File: src/ascd_pkg.sv
// Shared types and constants of the step and speed detector.
// No dependencies; imported by every module of the block.
package ascd_pkg;

   localparam int SAMPLE_W     = 16;
   localparam int THRESHOLD_W  = 15;
   localparam int REFRACTORY_W = 8;
   localparam int TIMEOUT_W    = 16;
   localparam int GAIN_W       = 16;
   localparam int COUNTER_W    = 16;
   localparam int STEP_TOTAL_W = 32;
   localparam int SPEED_W      = 16;
   localparam int INTEGRAL_W   = 40;
   localparam int MUL_SPLIT    = 20;
   localparam int PART_PROD_W  = MUL_SPLIT + GAIN_W;
   localparam int PRODUCT_W    = INTEGRAL_W + GAIN_W;
   localparam int SPEED_SHIFT  = 21;

   // Samples kept per axis between items: the newest and the middle one.
   localparam int WINDOW_LENGTH = 3;
   localparam int WINDOW_KEEP   = WINDOW_LENGTH - 1;

   localparam int QUEUE_DEPTH = 4;
   localparam int QUEUE_PTR_W = $clog2(QUEUE_DEPTH);
   localparam int QUEUE_CNT_W = $clog2(QUEUE_DEPTH + 1);

   localparam int CSR_INDEX_W = 3;
   localparam int CSR_DATA_W  = 16;

   localparam logic [CSR_INDEX_W-1:0] CSR_PEAK_THRESHOLD     = 3'd0;
   localparam logic [CSR_INDEX_W-1:0] CSR_REFRACTORY_SAMPLES = 3'd1;
   localparam logic [CSR_INDEX_W-1:0] CSR_TIMEOUT_SAMPLES    = 3'd2;
   localparam logic [CSR_INDEX_W-1:0] CSR_VELOCITY_GAIN      = 3'd3;

   localparam logic [THRESHOLD_W-1:0]  RESET_PEAK_THRESHOLD = 15'd1229;
   localparam logic [REFRACTORY_W-1:0] RESET_REFRACTORY     = 8'd20;
   localparam logic [TIMEOUT_W-1:0]    RESET_TIMEOUT        = 16'd300;
   localparam logic [GAIN_W-1:0]       RESET_GAIN           = 16'd6423;

   localparam logic signed [SAMPLE_W-1:0] SAMPLE_MIN = 16'sh8000;

   typedef struct packed {
      logic [THRESHOLD_W-1:0]  peak_threshold;
      logic [REFRACTORY_W-1:0] refractory_samples;
      logic [TIMEOUT_W-1:0]    timeout_samples;
      logic [GAIN_W-1:0]       velocity_gain;
   } csr_type;

   // One classified sample on its way from the front to the back.
   typedef struct packed {
      logic                       phase_one_hit;
      logic                       phase_two_hit;
      logic signed [SAMPLE_W-1:0] accel_z;
   } cmd_type;

   typedef struct packed {
      logic                    step_detected;
      logic [STEP_TOTAL_W-1:0] step_total;
      logic [SPEED_W-1:0]      speed_q8_8;
      logic                    speed_updated;
   } rsp_type;

endpackage

File: src/accel_step_and_speed_detector.sv
// Step and speed detector top level: settings registers, front, queues and back.
// Depends on ascd_pkg, ascd_front, ascd_cmd_fifo, ascd_back and ascd_rsp_fifo.
// A sample's result passes the command queue, back end and result queue in turn.
// Throughput: one sample per cycle while neither queue is full; a step with a
// nonzero integral holds the back end in its multiply and finish states.
// Reset clears the queues and detection state and restores register defaults.
module accel_step_and_speed_detector (
   input  logic                                    clock,
   input  logic                                    reset,
   input  logic                                    req_push,
   output logic                                    req_full,
   input  logic signed [ascd_pkg::SAMPLE_W-1:0]    req_accel_z,
   input  logic signed [ascd_pkg::SAMPLE_W-1:0]    req_accel_y,
   output logic                                    rsp_empty,
   input  logic                                    rsp_pop,
   output logic                                    rsp_step_detected,
   output logic [ascd_pkg::STEP_TOTAL_W-1:0]       rsp_step_total,
   output logic [ascd_pkg::SPEED_W-1:0]            rsp_speed_q8_8,
   output logic                                    rsp_speed_updated,
   input  logic                                    csr_we,
   input  logic [ascd_pkg::CSR_INDEX_W-1:0]        csr_index,
   input  logic [ascd_pkg::CSR_DATA_W-1:0]         csr_wdata
);
   import ascd_pkg::*;

   // The front stage keeps the last two Z and Y samples, finds the window
   // peaks and reduces each sample to two phase flags plus the raw Z value.
   // Those go through a short command queue to the back stage, which owns the
   // step pattern, the counters, the integral and the speed. Results land in
   // a result queue, so either side may stall without blocking the other.

   csr_type csr_ff, csr_in;
   cmd_type cmd_wdata, cmd_head;
   rsp_type rsp_wdata, rsp_head;
   logic    cmd_push, cmd_full, cmd_pop, cmd_empty;
   logic    rsp_push, rsp_full;

   // Settings writes; an index past the register list is ignored.
   always_comb begin
      csr_in = csr_ff;
      if (csr_we) begin
         case (csr_index)
            CSR_PEAK_THRESHOLD:     csr_in.peak_threshold     = csr_wdata[THRESHOLD_W-1:0];
            CSR_REFRACTORY_SAMPLES: csr_in.refractory_samples = csr_wdata[REFRACTORY_W-1:0];
            CSR_TIMEOUT_SAMPLES:    csr_in.timeout_samples    = csr_wdata[TIMEOUT_W-1:0];
            CSR_VELOCITY_GAIN:      csr_in.velocity_gain      = csr_wdata[GAIN_W-1:0];
            default:                csr_in = csr_ff;
         endcase
      end
   end

   always_ff @(posedge clock) begin
      if (reset) begin
         csr_ff.peak_threshold     <= RESET_PEAK_THRESHOLD;
         csr_ff.refractory_samples <= RESET_REFRACTORY;
         csr_ff.timeout_samples    <= RESET_TIMEOUT;
         csr_ff.velocity_gain      <= RESET_GAIN;
      end else begin
         csr_ff <= csr_in;
      end
   end

   // A transfer on the input side happens when req_push is high and req_full low.
   ascd_front u_front (
      .clock    (clock),
      .reset    (reset),
      .csr      (csr_ff),
      .push     (req_push),
      .accel_z  (req_accel_z),
      .accel_y  (req_accel_y),
      .full     (req_full),
      .cmd_full (cmd_full),
      .cmd_push (cmd_push),
      .cmd_data (cmd_wdata)
   );

   ascd_cmd_fifo u_cmd_fifo (
      .clock     (clock),
      .reset     (reset),
      .push      (cmd_push),
      .push_data (cmd_wdata),
      .full      (cmd_full),
      .pop       (cmd_pop),
      .head      (cmd_head),
      .empty     (cmd_empty)
   );

   // The back stage only takes a sample when the result queue has room, so a
   // result held across the multiply always finds a free slot.
   ascd_back u_back (
      .clock     (clock),
      .reset     (reset),
      .csr       (csr_ff),
      .cmd_head  (cmd_head),
      .cmd_empty (cmd_empty),
      .cmd_pop   (cmd_pop),
      .rsp_full  (rsp_full),
      .rsp_push  (rsp_push),
      .rsp_data  (rsp_wdata)
   );

   // A result transfer happens when rsp_pop is high and rsp_empty low.
   ascd_rsp_fifo u_rsp_fifo (
      .clock     (clock),
      .reset     (reset),
      .push      (rsp_push),
      .push_data (rsp_wdata),
      .full      (rsp_full),
      .pop       (rsp_pop),
      .head      (rsp_head),
      .empty     (rsp_empty)
   );

   assign rsp_step_detected = rsp_head.step_detected;
   assign rsp_step_total    = rsp_head.step_total;
   assign rsp_speed_q8_8    = rsp_head.speed_q8_8;
   assign rsp_speed_updated = rsp_head.speed_updated;

endmodule

File: src/ascd_cmd_fifo.sv
// Short queue of classified samples between the front and the back.
// Depends on ascd_pkg for the entry type and the queue depth.
module ascd_cmd_fifo (
   input  logic             clock,
   input  logic             reset,
   input  logic             push,
   input  ascd_pkg::cmd_type push_data,
   output logic             full,
   input  logic             pop,
   output ascd_pkg::cmd_type head,
   output logic             empty
);
   import ascd_pkg::*;

   localparam logic [QUEUE_PTR_W-1:0] PTR_LAST = QUEUE_PTR_W'(QUEUE_DEPTH - 1);

   cmd_type                store_ff [QUEUE_DEPTH];
   logic [QUEUE_PTR_W-1:0] wr_ptr_ff, wr_ptr_in;
   logic [QUEUE_PTR_W-1:0] rd_ptr_ff, rd_ptr_in;
   logic [QUEUE_CNT_W-1:0] count_ff, count_in;
   logic                   do_push, do_pop;

   assign full    = (count_ff == QUEUE_CNT_W'(QUEUE_DEPTH));
   assign empty   = (count_ff == '0);
   assign do_push = push & ~full;
   assign do_pop  = pop & ~empty;
   assign head    = store_ff[rd_ptr_ff];

   always_comb begin
      wr_ptr_in = wr_ptr_ff;
      rd_ptr_in = rd_ptr_ff;
      if (do_push) begin
         wr_ptr_in = (wr_ptr_ff == PTR_LAST) ? '0 : wr_ptr_ff + 1'b1;
      end
      if (do_pop) begin
         rd_ptr_in = (rd_ptr_ff == PTR_LAST) ? '0 : rd_ptr_ff + 1'b1;
      end
      case ({do_push, do_pop})
         2'b10:   count_in = count_ff + 1'b1;
         2'b01:   count_in = count_ff - 1'b1;
         default: count_in = count_ff;
      endcase
   end

   always_ff @(posedge clock) begin
      if (reset) begin
         wr_ptr_ff <= '0;
         rd_ptr_ff <= '0;
         count_ff  <= '0;
      end else begin
         wr_ptr_ff <= wr_ptr_in;
         rd_ptr_ff <= rd_ptr_in;
         count_ff  <= count_in;
      end
   end

   always_ff @(posedge clock) begin
      if (do_push) begin
         store_ff[wr_ptr_ff] <= push_data;
      end
   end

endmodule

File: src/ascd_rsp_fifo.sv
// Result queue that presents the oldest finished result to the consumer.
// Depends on ascd_pkg for the result type and the queue depth.
module ascd_rsp_fifo (
   input  logic             clock,
   input  logic             reset,
   input  logic             push,
   input  ascd_pkg::rsp_type push_data,
   output logic             full,
   input  logic             pop,
   output ascd_pkg::rsp_type head,
   output logic             empty
);
   import ascd_pkg::*;

   localparam logic [QUEUE_PTR_W-1:0] PTR_LAST = QUEUE_PTR_W'(QUEUE_DEPTH - 1);

   rsp_type                store_ff [QUEUE_DEPTH];
   logic [QUEUE_PTR_W-1:0] wr_ptr_ff, wr_ptr_in;
   logic [QUEUE_PTR_W-1:0] rd_ptr_ff, rd_ptr_in;
   logic [QUEUE_CNT_W-1:0] count_ff, count_in;
   logic                   do_push, do_pop;

   assign full    = (count_ff == QUEUE_CNT_W'(QUEUE_DEPTH));
   assign empty   = (count_ff == '0);
   assign do_push = push & ~full;
   assign do_pop  = pop & ~empty;
   assign head    = store_ff[rd_ptr_ff];

   always_comb begin
      wr_ptr_in = wr_ptr_ff;
      rd_ptr_in = rd_ptr_ff;
      if (do_push) begin
         wr_ptr_in = (wr_ptr_ff == PTR_LAST) ? '0 : wr_ptr_ff + 1'b1;
      end
      if (do_pop) begin
         rd_ptr_in = (rd_ptr_ff == PTR_LAST) ? '0 : rd_ptr_ff + 1'b1;
      end
      case ({do_push, do_pop})
         2'b10:   count_in = count_ff + 1'b1;
         2'b01:   count_in = count_ff - 1'b1;
         default: count_in = count_ff;
      endcase
   end

   always_ff @(posedge clock) begin
      if (reset) begin
         wr_ptr_ff <= '0;
         rd_ptr_ff <= '0;
         count_ff  <= '0;
      end else begin
         wr_ptr_ff <= wr_ptr_in;
         rd_ptr_ff <= rd_ptr_in;
         count_ff  <= count_in;
      end
   end

   always_ff @(posedge clock) begin
      if (do_push) begin
         store_ff[wr_ptr_ff] <= push_data;
      end
   end

endmodule

File: src/ascd_front.sv
// Front end: keeps the per-axis sample windows and classifies each sample.
// Depends on ascd_pkg; feeds ascd_cmd_fifo.
module ascd_front (
   input  logic                                 clock,
   input  logic                                 reset,
   input  ascd_pkg::csr_type                     csr,
   input  logic                                 push,
   input  logic signed [ascd_pkg::SAMPLE_W-1:0] accel_z,
   input  logic signed [ascd_pkg::SAMPLE_W-1:0] accel_y,
   output logic                                 full,
   input  logic                                 cmd_full,
   output logic                                 cmd_push,
   output ascd_pkg::cmd_type                     cmd_data
);
   import ascd_pkg::*;

   // Index 0 holds the newest stored sample, index 1 the one before it.
   logic signed [SAMPLE_W-1:0] window_z_ff [WINDOW_KEEP];
   logic signed [SAMPLE_W-1:0] window_y_ff [WINDOW_KEEP];
   logic                       accept;
   logic                       peak_z, peak_y;
   logic signed [SAMPLE_W-1:0] threshold;

   // The middle sample is a peak at or above the threshold and above both neighbors.
   function automatic logic is_peak(input logic signed [SAMPLE_W-1:0] newest,
                                    input logic signed [SAMPLE_W-1:0] middle,
                                    input logic signed [SAMPLE_W-1:0] oldest,
                                    input logic signed [SAMPLE_W-1:0] level);
      return (middle >= level) && (middle > oldest) && (middle > newest);
   endfunction

   assign threshold = $signed({1'b0, csr.peak_threshold});
   assign accept    = push & ~cmd_full;
   assign full      = cmd_full;
   assign cmd_push  = accept;

   assign peak_z = is_peak(accel_z, window_z_ff[0], window_z_ff[1], threshold);
   assign peak_y = is_peak(accel_y, window_y_ff[0], window_y_ff[1], threshold);

   always_comb begin
      cmd_data.phase_one_hit = peak_z & window_y_ff[0][SAMPLE_W-1];
      cmd_data.phase_two_hit = peak_y & (window_y_ff[0] > window_z_ff[0]);
      cmd_data.accel_z       = accel_z;
   end

   always_ff @(posedge clock) begin
      if (reset) begin
         for (int i = 0; i < WINDOW_KEEP; i++) begin
            window_z_ff[i] <= SAMPLE_MIN;
            window_y_ff[i] <= SAMPLE_MIN;
         end
      end else if (accept) begin
         window_z_ff[0] <= accel_z;
         window_y_ff[0] <= accel_y;
         for (int i = 1; i < WINDOW_KEEP; i++) begin
            window_z_ff[i] <= window_z_ff[i-1];
            window_y_ff[i] <= window_y_ff[i-1];
         end
      end
   end

endmodule

File: src/ascd_back.sv
// Back end: step pattern tracking, integration, timeout and speed scaling.
// Depends on ascd_pkg; drains ascd_cmd_fifo and fills ascd_rsp_fifo.
module ascd_back (
   input  logic              clock,
   input  logic              reset,
   input  ascd_pkg::csr_type  csr,
   input  ascd_pkg::cmd_type  cmd_head,
   input  logic              cmd_empty,
   output logic              cmd_pop,
   input  logic              rsp_full,
   output logic              rsp_push,
   output ascd_pkg::rsp_type  rsp_data
);
   import ascd_pkg::*;

   typedef enum logic [1:0] {ST_RUN, ST_MUL_LO, ST_MUL_HI, ST_FINISH} state_type;

   state_type                  state_ff, state_in;
   logic [COUNTER_W-1:0]       since_step_ff, since_step_in;
   logic                       phase_one_ff, phase_one_in;
   logic                       phase_two_ff, phase_two_in;
   logic [STEP_TOTAL_W-1:0]    step_count_ff, step_count_in;
   logic signed [SAMPLE_W-1:0] previous_z_ff, previous_z_in;
   logic [INTEGRAL_W-1:0]      integral_ff, integral_in;
   logic [SPEED_W-1:0]         speed_ff, speed_in;
   logic [COUNTER_W-1:0]       since_update_ff, since_update_in;
   logic [INTEGRAL_W-1:0]      mul_a_ff, mul_a_in;
   logic [PART_PROD_W-1:0]     prod_lo_ff, prod_lo_in;
   logic [PART_PROD_W-1:0]     prod_hi_ff, prod_hi_in;
   rsp_type                    held_ff, held_in;

   logic                       take;
   logic [COUNTER_W-1:0]       since_step_inc, since_update_inc;
   logic                       phase_one_set, phase_two_set, pattern, refractory, step;
   logic                       z_pos, prev_pos;
   logic [SAMPLE_W:0]          add_term;
   logic [INTEGRAL_W:0]        integral_sum;
   logic [INTEGRAL_W-1:0]      integral_acc;
   logic                       timeout_hit, start_mul;
   logic [STEP_TOTAL_W-1:0]    count_next;
   logic [SPEED_W-1:0]         speed_after_timeout;
   logic [MUL_SPLIT-1:0]       mul_operand;
   logic [PART_PROD_W-1:0]     mul_product;
   logic [PRODUCT_W-1:0]       product_full;
   logic [PRODUCT_W-SPEED_SHIFT-1:0] product_scaled;
   logic [SPEED_W-1:0]         speed_sat;

   assign take = (state_ff == ST_RUN) & ~cmd_empty & ~rsp_full;

   assign since_step_inc   = (&since_step_ff) ? since_step_ff : since_step_ff + 1'b1;
   assign since_update_inc = (&since_update_ff) ? since_update_ff : since_update_ff + 1'b1;

   assign phase_one_set = phase_one_ff | cmd_head.phase_one_hit;
   assign phase_two_set = phase_two_ff | (phase_one_set & cmd_head.phase_two_hit);
   assign pattern       = phase_one_set & phase_two_set;
   assign refractory    = since_step_inc < COUNTER_W'(csr.refractory_samples);
   assign step          = pattern & ~refractory;

   assign count_next = (step && !(&step_count_ff)) ? step_count_ff + 1'b1 : step_count_ff;

   // Trapezoid sum of two positive samples, saturating at the integral's maximum.
   assign z_pos        = ~cmd_head.accel_z[SAMPLE_W-1] & (|cmd_head.accel_z);
   assign prev_pos     = ~previous_z_ff[SAMPLE_W-1] & (|previous_z_ff);
   assign add_term     = {1'b0, cmd_head.accel_z} + {1'b0, previous_z_ff};
   assign integral_sum = {1'b0, integral_ff} + (INTEGRAL_W+1)'(add_term);
   assign integral_acc = integral_sum[INTEGRAL_W] ? '1 : integral_sum[INTEGRAL_W-1:0];

   assign timeout_hit         = (since_update_inc > csr.timeout_samples) && (speed_ff != '0);
   assign speed_after_timeout = timeout_hit ? '0 : speed_ff;
   assign start_mul           = step && (integral_ff != '0);

   // One shared 20x16 multiplier works through the integral in two halves.
   assign mul_operand    = (state_ff == ST_MUL_HI) ? mul_a_ff[INTEGRAL_W-1:MUL_SPLIT]
                                                   : mul_a_ff[MUL_SPLIT-1:0];
   assign mul_product    = PART_PROD_W'(mul_operand) * PART_PROD_W'(csr.velocity_gain);
   assign product_full   = {prod_hi_ff, MUL_SPLIT'(0)} + PRODUCT_W'(prod_lo_ff);
   assign product_scaled = product_full[PRODUCT_W-1:SPEED_SHIFT];
   assign speed_sat      = (|product_scaled[PRODUCT_W-SPEED_SHIFT-1:SPEED_W]) ? '1
                                                   : product_scaled[SPEED_W-1:0];

   always_comb begin
      state_in        = state_ff;
      since_step_in   = since_step_ff;
      phase_one_in    = phase_one_ff;
      phase_two_in    = phase_two_ff;
      step_count_in   = step_count_ff;
      previous_z_in   = previous_z_ff;
      integral_in     = integral_ff;
      speed_in        = speed_ff;
      since_update_in = since_update_ff;
      mul_a_in        = mul_a_ff;
      prod_lo_in      = prod_lo_ff;
      prod_hi_in      = prod_hi_ff;
      held_in         = held_ff;
      cmd_pop         = 1'b0;
      rsp_push        = 1'b0;
      rsp_data        = held_ff;

      case (state_ff)
         ST_RUN: begin
            if (take) begin
               cmd_pop         = 1'b1;
               since_step_in   = step ? '0 : since_step_inc;
               phase_one_in    = phase_one_set & ~pattern & ~timeout_hit;
               phase_two_in    = phase_two_set & ~pattern & ~timeout_hit;
               step_count_in   = count_next;
               since_update_in = since_update_inc;
               speed_in        = speed_after_timeout;
               if (!step) begin
                  previous_z_in = cmd_head.accel_z;
                  if (z_pos && prev_pos) begin
                     integral_in = integral_acc;
                  end
               end
               if (start_mul) begin
                  integral_in           = '0;
                  since_update_in       = '0;
                  mul_a_in              = integral_ff;
                  held_in.step_detected = 1'b1;
                  held_in.step_total    = count_next;
                  held_in.speed_q8_8    = speed_after_timeout;
                  held_in.speed_updated = 1'b1;
                  state_in              = ST_MUL_LO;
               end else begin
                  rsp_push               = 1'b1;
                  rsp_data.step_detected = step;
                  rsp_data.step_total    = count_next;
                  rsp_data.speed_q8_8    = speed_after_timeout;
                  rsp_data.speed_updated = timeout_hit;
               end
            end
         end
         ST_MUL_LO: begin
            prod_lo_in = mul_product;
            state_in   = ST_MUL_HI;
         end
         ST_MUL_HI: begin
            prod_hi_in = mul_product;
            state_in   = ST_FINISH;
         end
         ST_FINISH: begin
            speed_in            = speed_sat;
            rsp_push            = 1'b1;
            rsp_data.speed_q8_8 = speed_sat;
            state_in            = ST_RUN;
         end
         default: begin
            state_in = ST_RUN;
         end
      endcase
   end

   always_ff @(posedge clock) begin
      mul_a_ff   <= mul_a_in;
      prod_lo_ff <= prod_lo_in;
      prod_hi_ff <= prod_hi_in;
      held_ff    <= held_in;
      if (reset) begin
         state_ff        <= ST_RUN;
         since_step_ff   <= '0;
         phase_one_ff    <= 1'b0;
         phase_two_ff    <= 1'b0;
         step_count_ff   <= '0;
         previous_z_ff   <= '0;
         integral_ff     <= '0;
         speed_ff        <= '0;
         since_update_ff <= '0;
      end else begin
         state_ff        <= state_in;
         since_step_ff   <= since_step_in;
         phase_one_ff    <= phase_one_in;
         phase_two_ff    <= phase_two_in;
         step_count_ff   <= step_count_in;
         previous_z_ff   <= previous_z_in;
         integral_ff     <= integral_in;
         speed_ff        <= speed_in;
         since_update_ff <= since_update_in;
      end
   end

endmodule

File: config.mk
export PLATFORM = sky130hd
export DESIGN_NAME = accel_step_and_speed_detector
export DESIGN_NICKNAME = d
export VERILOG_FILES = /design/src/ascd_pkg.sv /design/src/accel_step_and_speed_detector.sv /design/src/ascd_cmd_fifo.sv /design/src/ascd_rsp_fifo.sv /design/src/ascd_front.sv /design/src/ascd_back.sv
export SDC_FILE = /design/constraint.sdc
export NUM_CORES = 2
export LEC_CHECK = 0
export BUFFER_PORTS_ARGS = -buffer_cell sky130_fd_sc_hd__buf_2
export CAP_MARGIN = 20
export CORE_UTILIZATION = 60
export DETAILED_ROUTE_END_ITERATION = 8
export MAX_ROUTING_LAYER = met4
export PLACE_DENSITY = 0.77
export RECOVER_POWER = 25
export SYNTH_ARGS = -nofsm -noshare
export SYNTH_HDL_FRONTEND = slang
export SYNTH_SLANG_ARGS = --single-unit
File: constraint.sdc
create_clock -name clock -period 15.4 [get_ports clock]
set_input_delay 3.08 -clock clock [delete_from_list [all_inputs] [get_ports clock]]
set_output_delay 3.08 -clock clock [all_outputs]
set_load 0.02 [all_outputs]
# Word-level counts from Yosys, hierarchy flattened
# Memories as Yosys holds them, arrays and structs flattened. A register that Yosys moved wholly into a read port is not among the register bits.
# Index checks and enable logic that the tools add are counted.
dict set report classes {
  add_sub_neg 14
  multipliers 1
  muxes 50
  n_eq_ne 19
  n_lt_le_gt_ge 9
  reduce_logical 35
  n_bitwise 34
}
# cell n
set op_table {}
lappend op_table {{two-way mux 16 bit} 11}
lappend op_table {{two-way mux 40 bit} 4}
lappend op_table {{two-way mux 50 bit} 2}
lappend op_table {{greater-than comparator 16 bit} 6}
lappend op_table {{one-hot mux 16 bit (2 select lines)} 2}
lappend op_table {{adder 56 x 36 -> 56 bit} 1}
lappend op_table {{adder 40 x 17 -> 41 bit} 1}
lappend op_table {{nonzero test 40 bit} 1}
lappend op_table {{multiplier 20 x 16 -> 36 bit} 1}
lappend op_table {{two-way mux 33 bit} 1}
lappend op_table {{adder 16 x 1 -> 16 bit (second input constant)} 2}
lappend op_table {{adder 32 x 1 -> 32 bit (second input constant)} 1}
lappend op_table {{>= comparator 16 bit} 2}
lappend op_table {{two-way mux 32 bit} 1}
lappend op_table {{AND reduction 16 bit} 2}
lappend op_table {{AND reduction 32 bit} 1}
lappend op_table {{OR reduction 16 bit} 2}
lappend op_table {{two-way mux 2 bit} 10}
lappend op_table {{two-way mux 20 bit} 1}
lappend op_table {{OR reduction 19 bit} 1}
lappend op_table {{AND 1 bit} 18}
lappend op_table {{adder 16 x 16 -> 17 bit} 1}
lappend op_table {{== test 2 bit (second input constant)} 8}
lappend op_table {{< comparator 16 x 8 -> 1 bit} 1}
lappend op_table {{24 further kinds} 81}
dict set report totals {
  input_bits 56
  mem_bits_rw 336
  ff_bits 369
  n_memories 4
  output_inout_bits 52
}
# memory depth word_bits rd rd_clocked_by_memory_dff write_ports line
set memory_table {}
lappend memory_table {u_rsp_fifo.store_ff 4 50 1 1 1 ascd_rsp_fifo.sv:17} ;# rsp_type store_ff [QUEUE_DEPTH];
lappend memory_table {u_cmd_fifo.store_ff 4 18 1 1 1 ascd_cmd_fifo.sv:17} ;# cmd_type store_ff [QUEUE_DEPTH];
lappend memory_table {u_front.window_y_ff 2 16 2 0 2 ascd_front.sv:19} ;# logic signed [SAMPLE_W-1:0] window_y_ff [WINDOW_KEEP];
lappend memory_table {u_front.window_z_ff 2 16 2 0 2 ascd_front.sv:18} ;# logic signed [SAMPLE_W-1:0] window_z_ff [WINDOW_KEEP];

# Logic depth before layout (Yosys ltp)
dict set report logic_depth {
  ltp_word 12
  ltp_mapped 29
  depth_no_buf 27
}

# By module
# From an unflattened synthesis, not the netlist that was laid out.
dict set report hier_totals {
  cells_unflattened 4072
  area_unflattened_um2 44651.6
}
# mod area_per_inst_um2 n_inst cells_each seq_area_each_um2
set by_module_without_submodules {}
lappend by_module_without_submodules {ascd_back 26435.4 1 2863 7006.7}
lappend by_module_without_submodules {ascd_rsp_fifo 7694.9 1 316 6185.9}
lappend by_module_without_submodules {ascd_front 5190.0 1 528 1921.8}
lappend by_module_without_submodules {ascd_cmd_fifo 3093.0 1 148 2342.2}
lappend by_module_without_submodules {accel_step_and_speed_detector 2238.4 1 217 1101.1}

# Worst setup path after synthesis
# Ideal clock, no wire load.
dict set report synth_timing {
  path_kind {flip-flop to flip-flop}
  from {reg u_back.state_ff[0]}
  to {reg u_back.prod_hi_ff[35], data pin}
  synth_period_minus_slack_ns 8.582
  setup_ns 0.264
  path_buffers 2
  path_slack_ns 6.818
  path_stages_with_launch 28
  arrival_time_ns 8.317
  path_cell_list {dfxtp_1 > inv_1 > ha_1 > buf_1 > clkbuf_1 > mux2_2 > and2_1 > fa_1 > inv_1 > fa_1 > fa_1 > inv_1 > fa_1 > fa_1 > inv_1 > fa_1 > inv_1 > ha_1 > a21o_1 > a21o_1 > a2111oi_0 > o21ai_0 > o221ai_1 > o221ai_1 > o21ai_0 > o31ai_1 > a21oi_1 > xnor2_1}
}
dict set report synth_between {
  elab_chain_len 3
}
# element line
set synth_rtl {}
lappend synth_rtl {{from (decl)} ascd_back.sv:18} ;# state_type state_ff, state_in;
lappend synth_rtl {{from (signal assigned)} ascd_back.sv:169} ;# state_ff <= state_in;
lappend synth_rtl {{== test 2 bit} ascd_back.sv:73} ;# assign mul_operand = (state_ff == ST_MUL_HI) ? mul_a_ff[INTEGRAL_W-1:MUL_SPLIT]
lappend synth_rtl {{two-way mux 20 bit} ascd_back.sv:73}
lappend synth_rtl {{multiplier 20 x 16 -> 36 bit} ascd_back.sv:75} ;# assign mul_product = PART_PROD_W'(mul_operand) * PART_PROD_W'(csr.velocity_gain);
lappend synth_rtl {{net u_back.mul_product[35]} ascd_back.sv:43} ;# logic [PART_PROD_W-1:0] mul_product;
lappend synth_rtl {{to (signal assigned)} ascd_back.sv:156} ;# prod_hi_ff <= prod_hi_in;
lappend synth_rtl {{to (decl)} ascd_back.sv:29} ;# logic [PART_PROD_W-1:0] prod_hi_ff, prod_hi_in;
# The timed path passes the listed nets, and every way through them passes these cells.
# A chain may end at the register's enable or synchronous reset.

# Worst setup path after layout
dict set report layout_timing {
  from {reg u_back.state_ff[0]}
  to {reg u_back.prod_hi_ff[33], data pin}
}
# The elaborated chain is that of the path after synthesis.

==> results.cfg <==
[clock_tree]
clock_path_buffers = 3
cts_hold_buffers = 0
clock-root-buffer = clkbuf_16
h-tree-depth = 3
numCtsBuffers = 72
cts_tree = built
clk_pin_slew_ns = 0.06
clk_latency_ns = 0.63
ctsResizeCount = 0
cts_num_sinks = 689
post_cts_buffers = 0

[floorplanning]
initial_core_util_pct = 60.8
io_pins = 108
fp-row-count = 98
core-area_um2 = 71700
fp.dieW_um = 272
die-area_um2 = 73800
die_h_um = 272

[power]
p_leak_nw = 19.3
max-vdd-ir-drop_mv = 0.144
power_density_nw_per_um2 = 158

[placed_design]
port_buffers = 107
placed_cell_area_um2 = 44900
gp_congestion = 0.904
hpwl_mm = 70.5
pre_cts_slack_ns = 7.19

[synthesis]
yosysTopAreaCell = edfxtp_1
synthArstFlopShare_pct = 0
synthCells = 4014
synth_flop_cell = edfxtp_1
yosys-top-cells-area = edfxtp_1, fa_1, dfxtp_1
synthXorXnorAreaFrac_pct = 2.79
synth-seq-area-share_pct = 42.6
synth_top_area_share_pct = 32.8
syn_avg_cell_area_um2 = 10.9
ys_ff_latch = 689
ys_types = 85
synth_top_family_by_area = adder cells
synth_area_um2 = 43600
synth_mux_area_share_pct = 5.30
ys.warnings.count = 0
synth_adder_area_share_pct = 20.7
syn-num-nets = 4631
synth_compound_area_share_pct = 8.44
synthSimpleGateAreaFrac_pct = 14.5
synth_edf_count = 476

[timing]
whs_ns = 0.455
finalHoldViolCount = 0
setup_slack_ns = 5.36
setup_tns_ns = 0
rsz0062_at_grt = no
fin_crit_ns = 10.04
setup_viol = 0
tightest_slew_ns = 6.30
slew_headroom_pct = -320
fin_skew_ns = 0.0450
fin_crit_sh_pct = 65.2
timing.fmax_mhz = 99.6
slew_violations = 274

[detailed_routing]
drt-met1-wl_mm = 42.1
totalWireLength_mm = 98.9
drtAntennaViolNets = 0
wl_per_cell_um = 19.5
drtIter0Drc = 2267
met2_length_mm = 48.1
dr_wl_met3_mm = 6.41
num_vias = 30231
via_per_inst = 5.97
drc_errors = 0
dr.max_layer_used = met4
first_pass_iters = 6

[cells_and_area]
final_layout_size_suffix_gt1_share_pct = 9.44
multi_input_area_um2 = 22600
synthToLayoutAreaGrowth_pct = 8.40
post-route-cell-area_um2 = 47300
nets = 4672
fill_cells = 5409
final-seq-area_um2 = 18600

[status]
status = complete, but fails checks
violations = capacitance limit, slew limit

[grt]
grt_pass1_wl_mm = 161
grt_overflow = 0
grt_usage_pct = 28.1
grt_max_degree = 128
first_global_vias = 30060
antenna_found_initial = 3

[hold_path]
worstHoldPathCells = 2
hp-start = csr_ff[20]
hold_path_end = csr_ff[20]
hold_path.class = flip-flop to flip-flop

[critical_path]
reg2reg_slack_ns = 5.36
reg2reg_to = u_back.prod_hi_ff[33]
r2r_start = u_back.state_ff[0]
crit_buf_inv = 7
crit_slowest_cell = clkbuf_1
critPathMaxStageDelay_ns = 2.22
timing.critical_path.required_ns = 15.75
reg2reg_depth = 26
worstSetupPathType = flip-flop to flip-flop
worstSetupStartpointType = flip-flop
cp_max_fo = 57
arrival_ns = 10.39
critical_path.top_delay_family = adder cells
critPathCaptureType = flip-flop

[run]
maxCapViolCount = 4
power breakdown:
part | total [W] | internal (W) | switching [W]
logic | 0.00310 | 0.00119 | 0.00191
registers | 0.00263 | 0.00246 | 0.000168
clock network | 0.00176 | 0.00104 | 0.000723
total | 0.00748 | 0.00469 | 0.00280
synthesized netlist by cell type, drive strengths merged (53+ instances only):
master	number
clkbuf	141
nand3	103
o21ai	103
nor3	97
dfxtp	213
nor2	161
ha	291
a21o	53
mux4	68
and2	166
fa	270
inv	459
a21oi	215
edfxtp	476
nor2b	54
mux2	56
nand2	460
xor2	63
xnor2	76
area by class of cell:
class	count	share of cell area [%]
Multi-Input combinational cell	2692	47.8
Sequential cell	689	39.3
Clock buffer	99	4.31
Inverter	460	3.66
Tap cell	950	2.51
Timing Repair Buffer	140	1.58
Clock inverter	32	0.797
Antenna cell	4	0.0212
state kept, by name, indices dropped and copies added, names as in the netlist, 32 cells and up, named ones only:
register,count
csr_ff,55
u_back.held_ff,48
u_back.integral_ff,40
u_back.mul_a_ff,40
u_back.prod_hi_ff,36
u_back.step_count_ff,32
u_cmd_fifo.store_ff,72
u_front.window_y_ff,32
u_front.window_z_ff,32
u_rsp_fifo.store_ff,200
stage by stage:
stage / total power (W) / instances / util, %
floorplan: 0.00488 / 4014 / -
global placement: 0.00565 / 4930 / 62.6
detailed placement: 0.00574 / 4931 / 62.6
CTS: 0.00751 / 5062 / 66.0
global route: 0.00794 / 5065 / 65.9
finish: 0.00748 / 5066 / 65.9
logic make-up after synthesis:
kind of cell,after synthesis
flip-flops,689
AO/OA/AOI/OAI,575
XOR/XNOR,139
AND/OR/NAND/NOR,1278
adder cells (fa/ha/maj),561
buffers and inverters,633
multiplexers,139
metal layers:
layer,vias to the layer above,GRT usage (%)
met1,15008,37.5
li1,14021,-
met5,-,-
met3,179,3.80
met2,1023,45.3
met4,0,7.57
worst max-delay path by stage:
stage	from	to	slack [ns]	depth (start not counted)
global route	u_back.state_ff[0]	u_back.prod_hi_ff[35]	4.58	27
CTS	u_back.state_ff[0]	u_back.prod_lo_ff[35]	7.14	26
global placement	u_back.state_ff[0]	u_back.prod_hi_ff[35]	7.33	26
floorplan	u_back.state_ff[0]	u_back.prod_hi_ff[35]	6.82	27
detailed placement	u_back.state_ff[0]	u_back.prod_hi_ff[35]	7.19	26
finish	u_back.state_ff[0]	u_back.prod_hi_ff[33]	5.36	26
worst register-to-register path: stages (launching register included):
cell and delay [ns]:
dfxtp_1 0.34, inv_1 0.12, ha_1 0.16, clkbuf_1 2.22, mux2_2 0.76, nand2_1 0.15
fa_1 0.55, inv_1 0.05, fa_1 0.49, inv_1 0.05, fa_1 0.48, inv_1 0.06
fa_1 0.50, fa_1 0.54, inv_1 0.05, fa_1 0.52, inv_1 0.04, ha_1 0.35
a21o_1 0.20, a21o_1 0.17, a2111oi_0 0.51, nor2_1 0.13, o221ai_1 0.35, o221ai_1 0.23
o21ai_0 0.25, nor4_1 0.09, nor4_1 0.44
placed cells by master (no fill, tap or decap), drive strengths merged, types with 18 or more instances in the layout:
cell type,n
nor4,38
nand3,103
nor3,97
xnor2,76
nand4,48
and3,47
o211ai,19
inv,460
a311oi,18
o21ai,103
buf,118
o21a,25
nor2,161
nand2b,29
ha,291
clkinv,24
dfxtp,213
clkbuf,121
nand2,460
a22oi,23
or3,29
mux4,68
a21oi,215
mux2,56
a21o,53
fa,270
and2,166
xor2,63
nor2b,54
edfxtp,476
(Power assumes the default switching activity.)
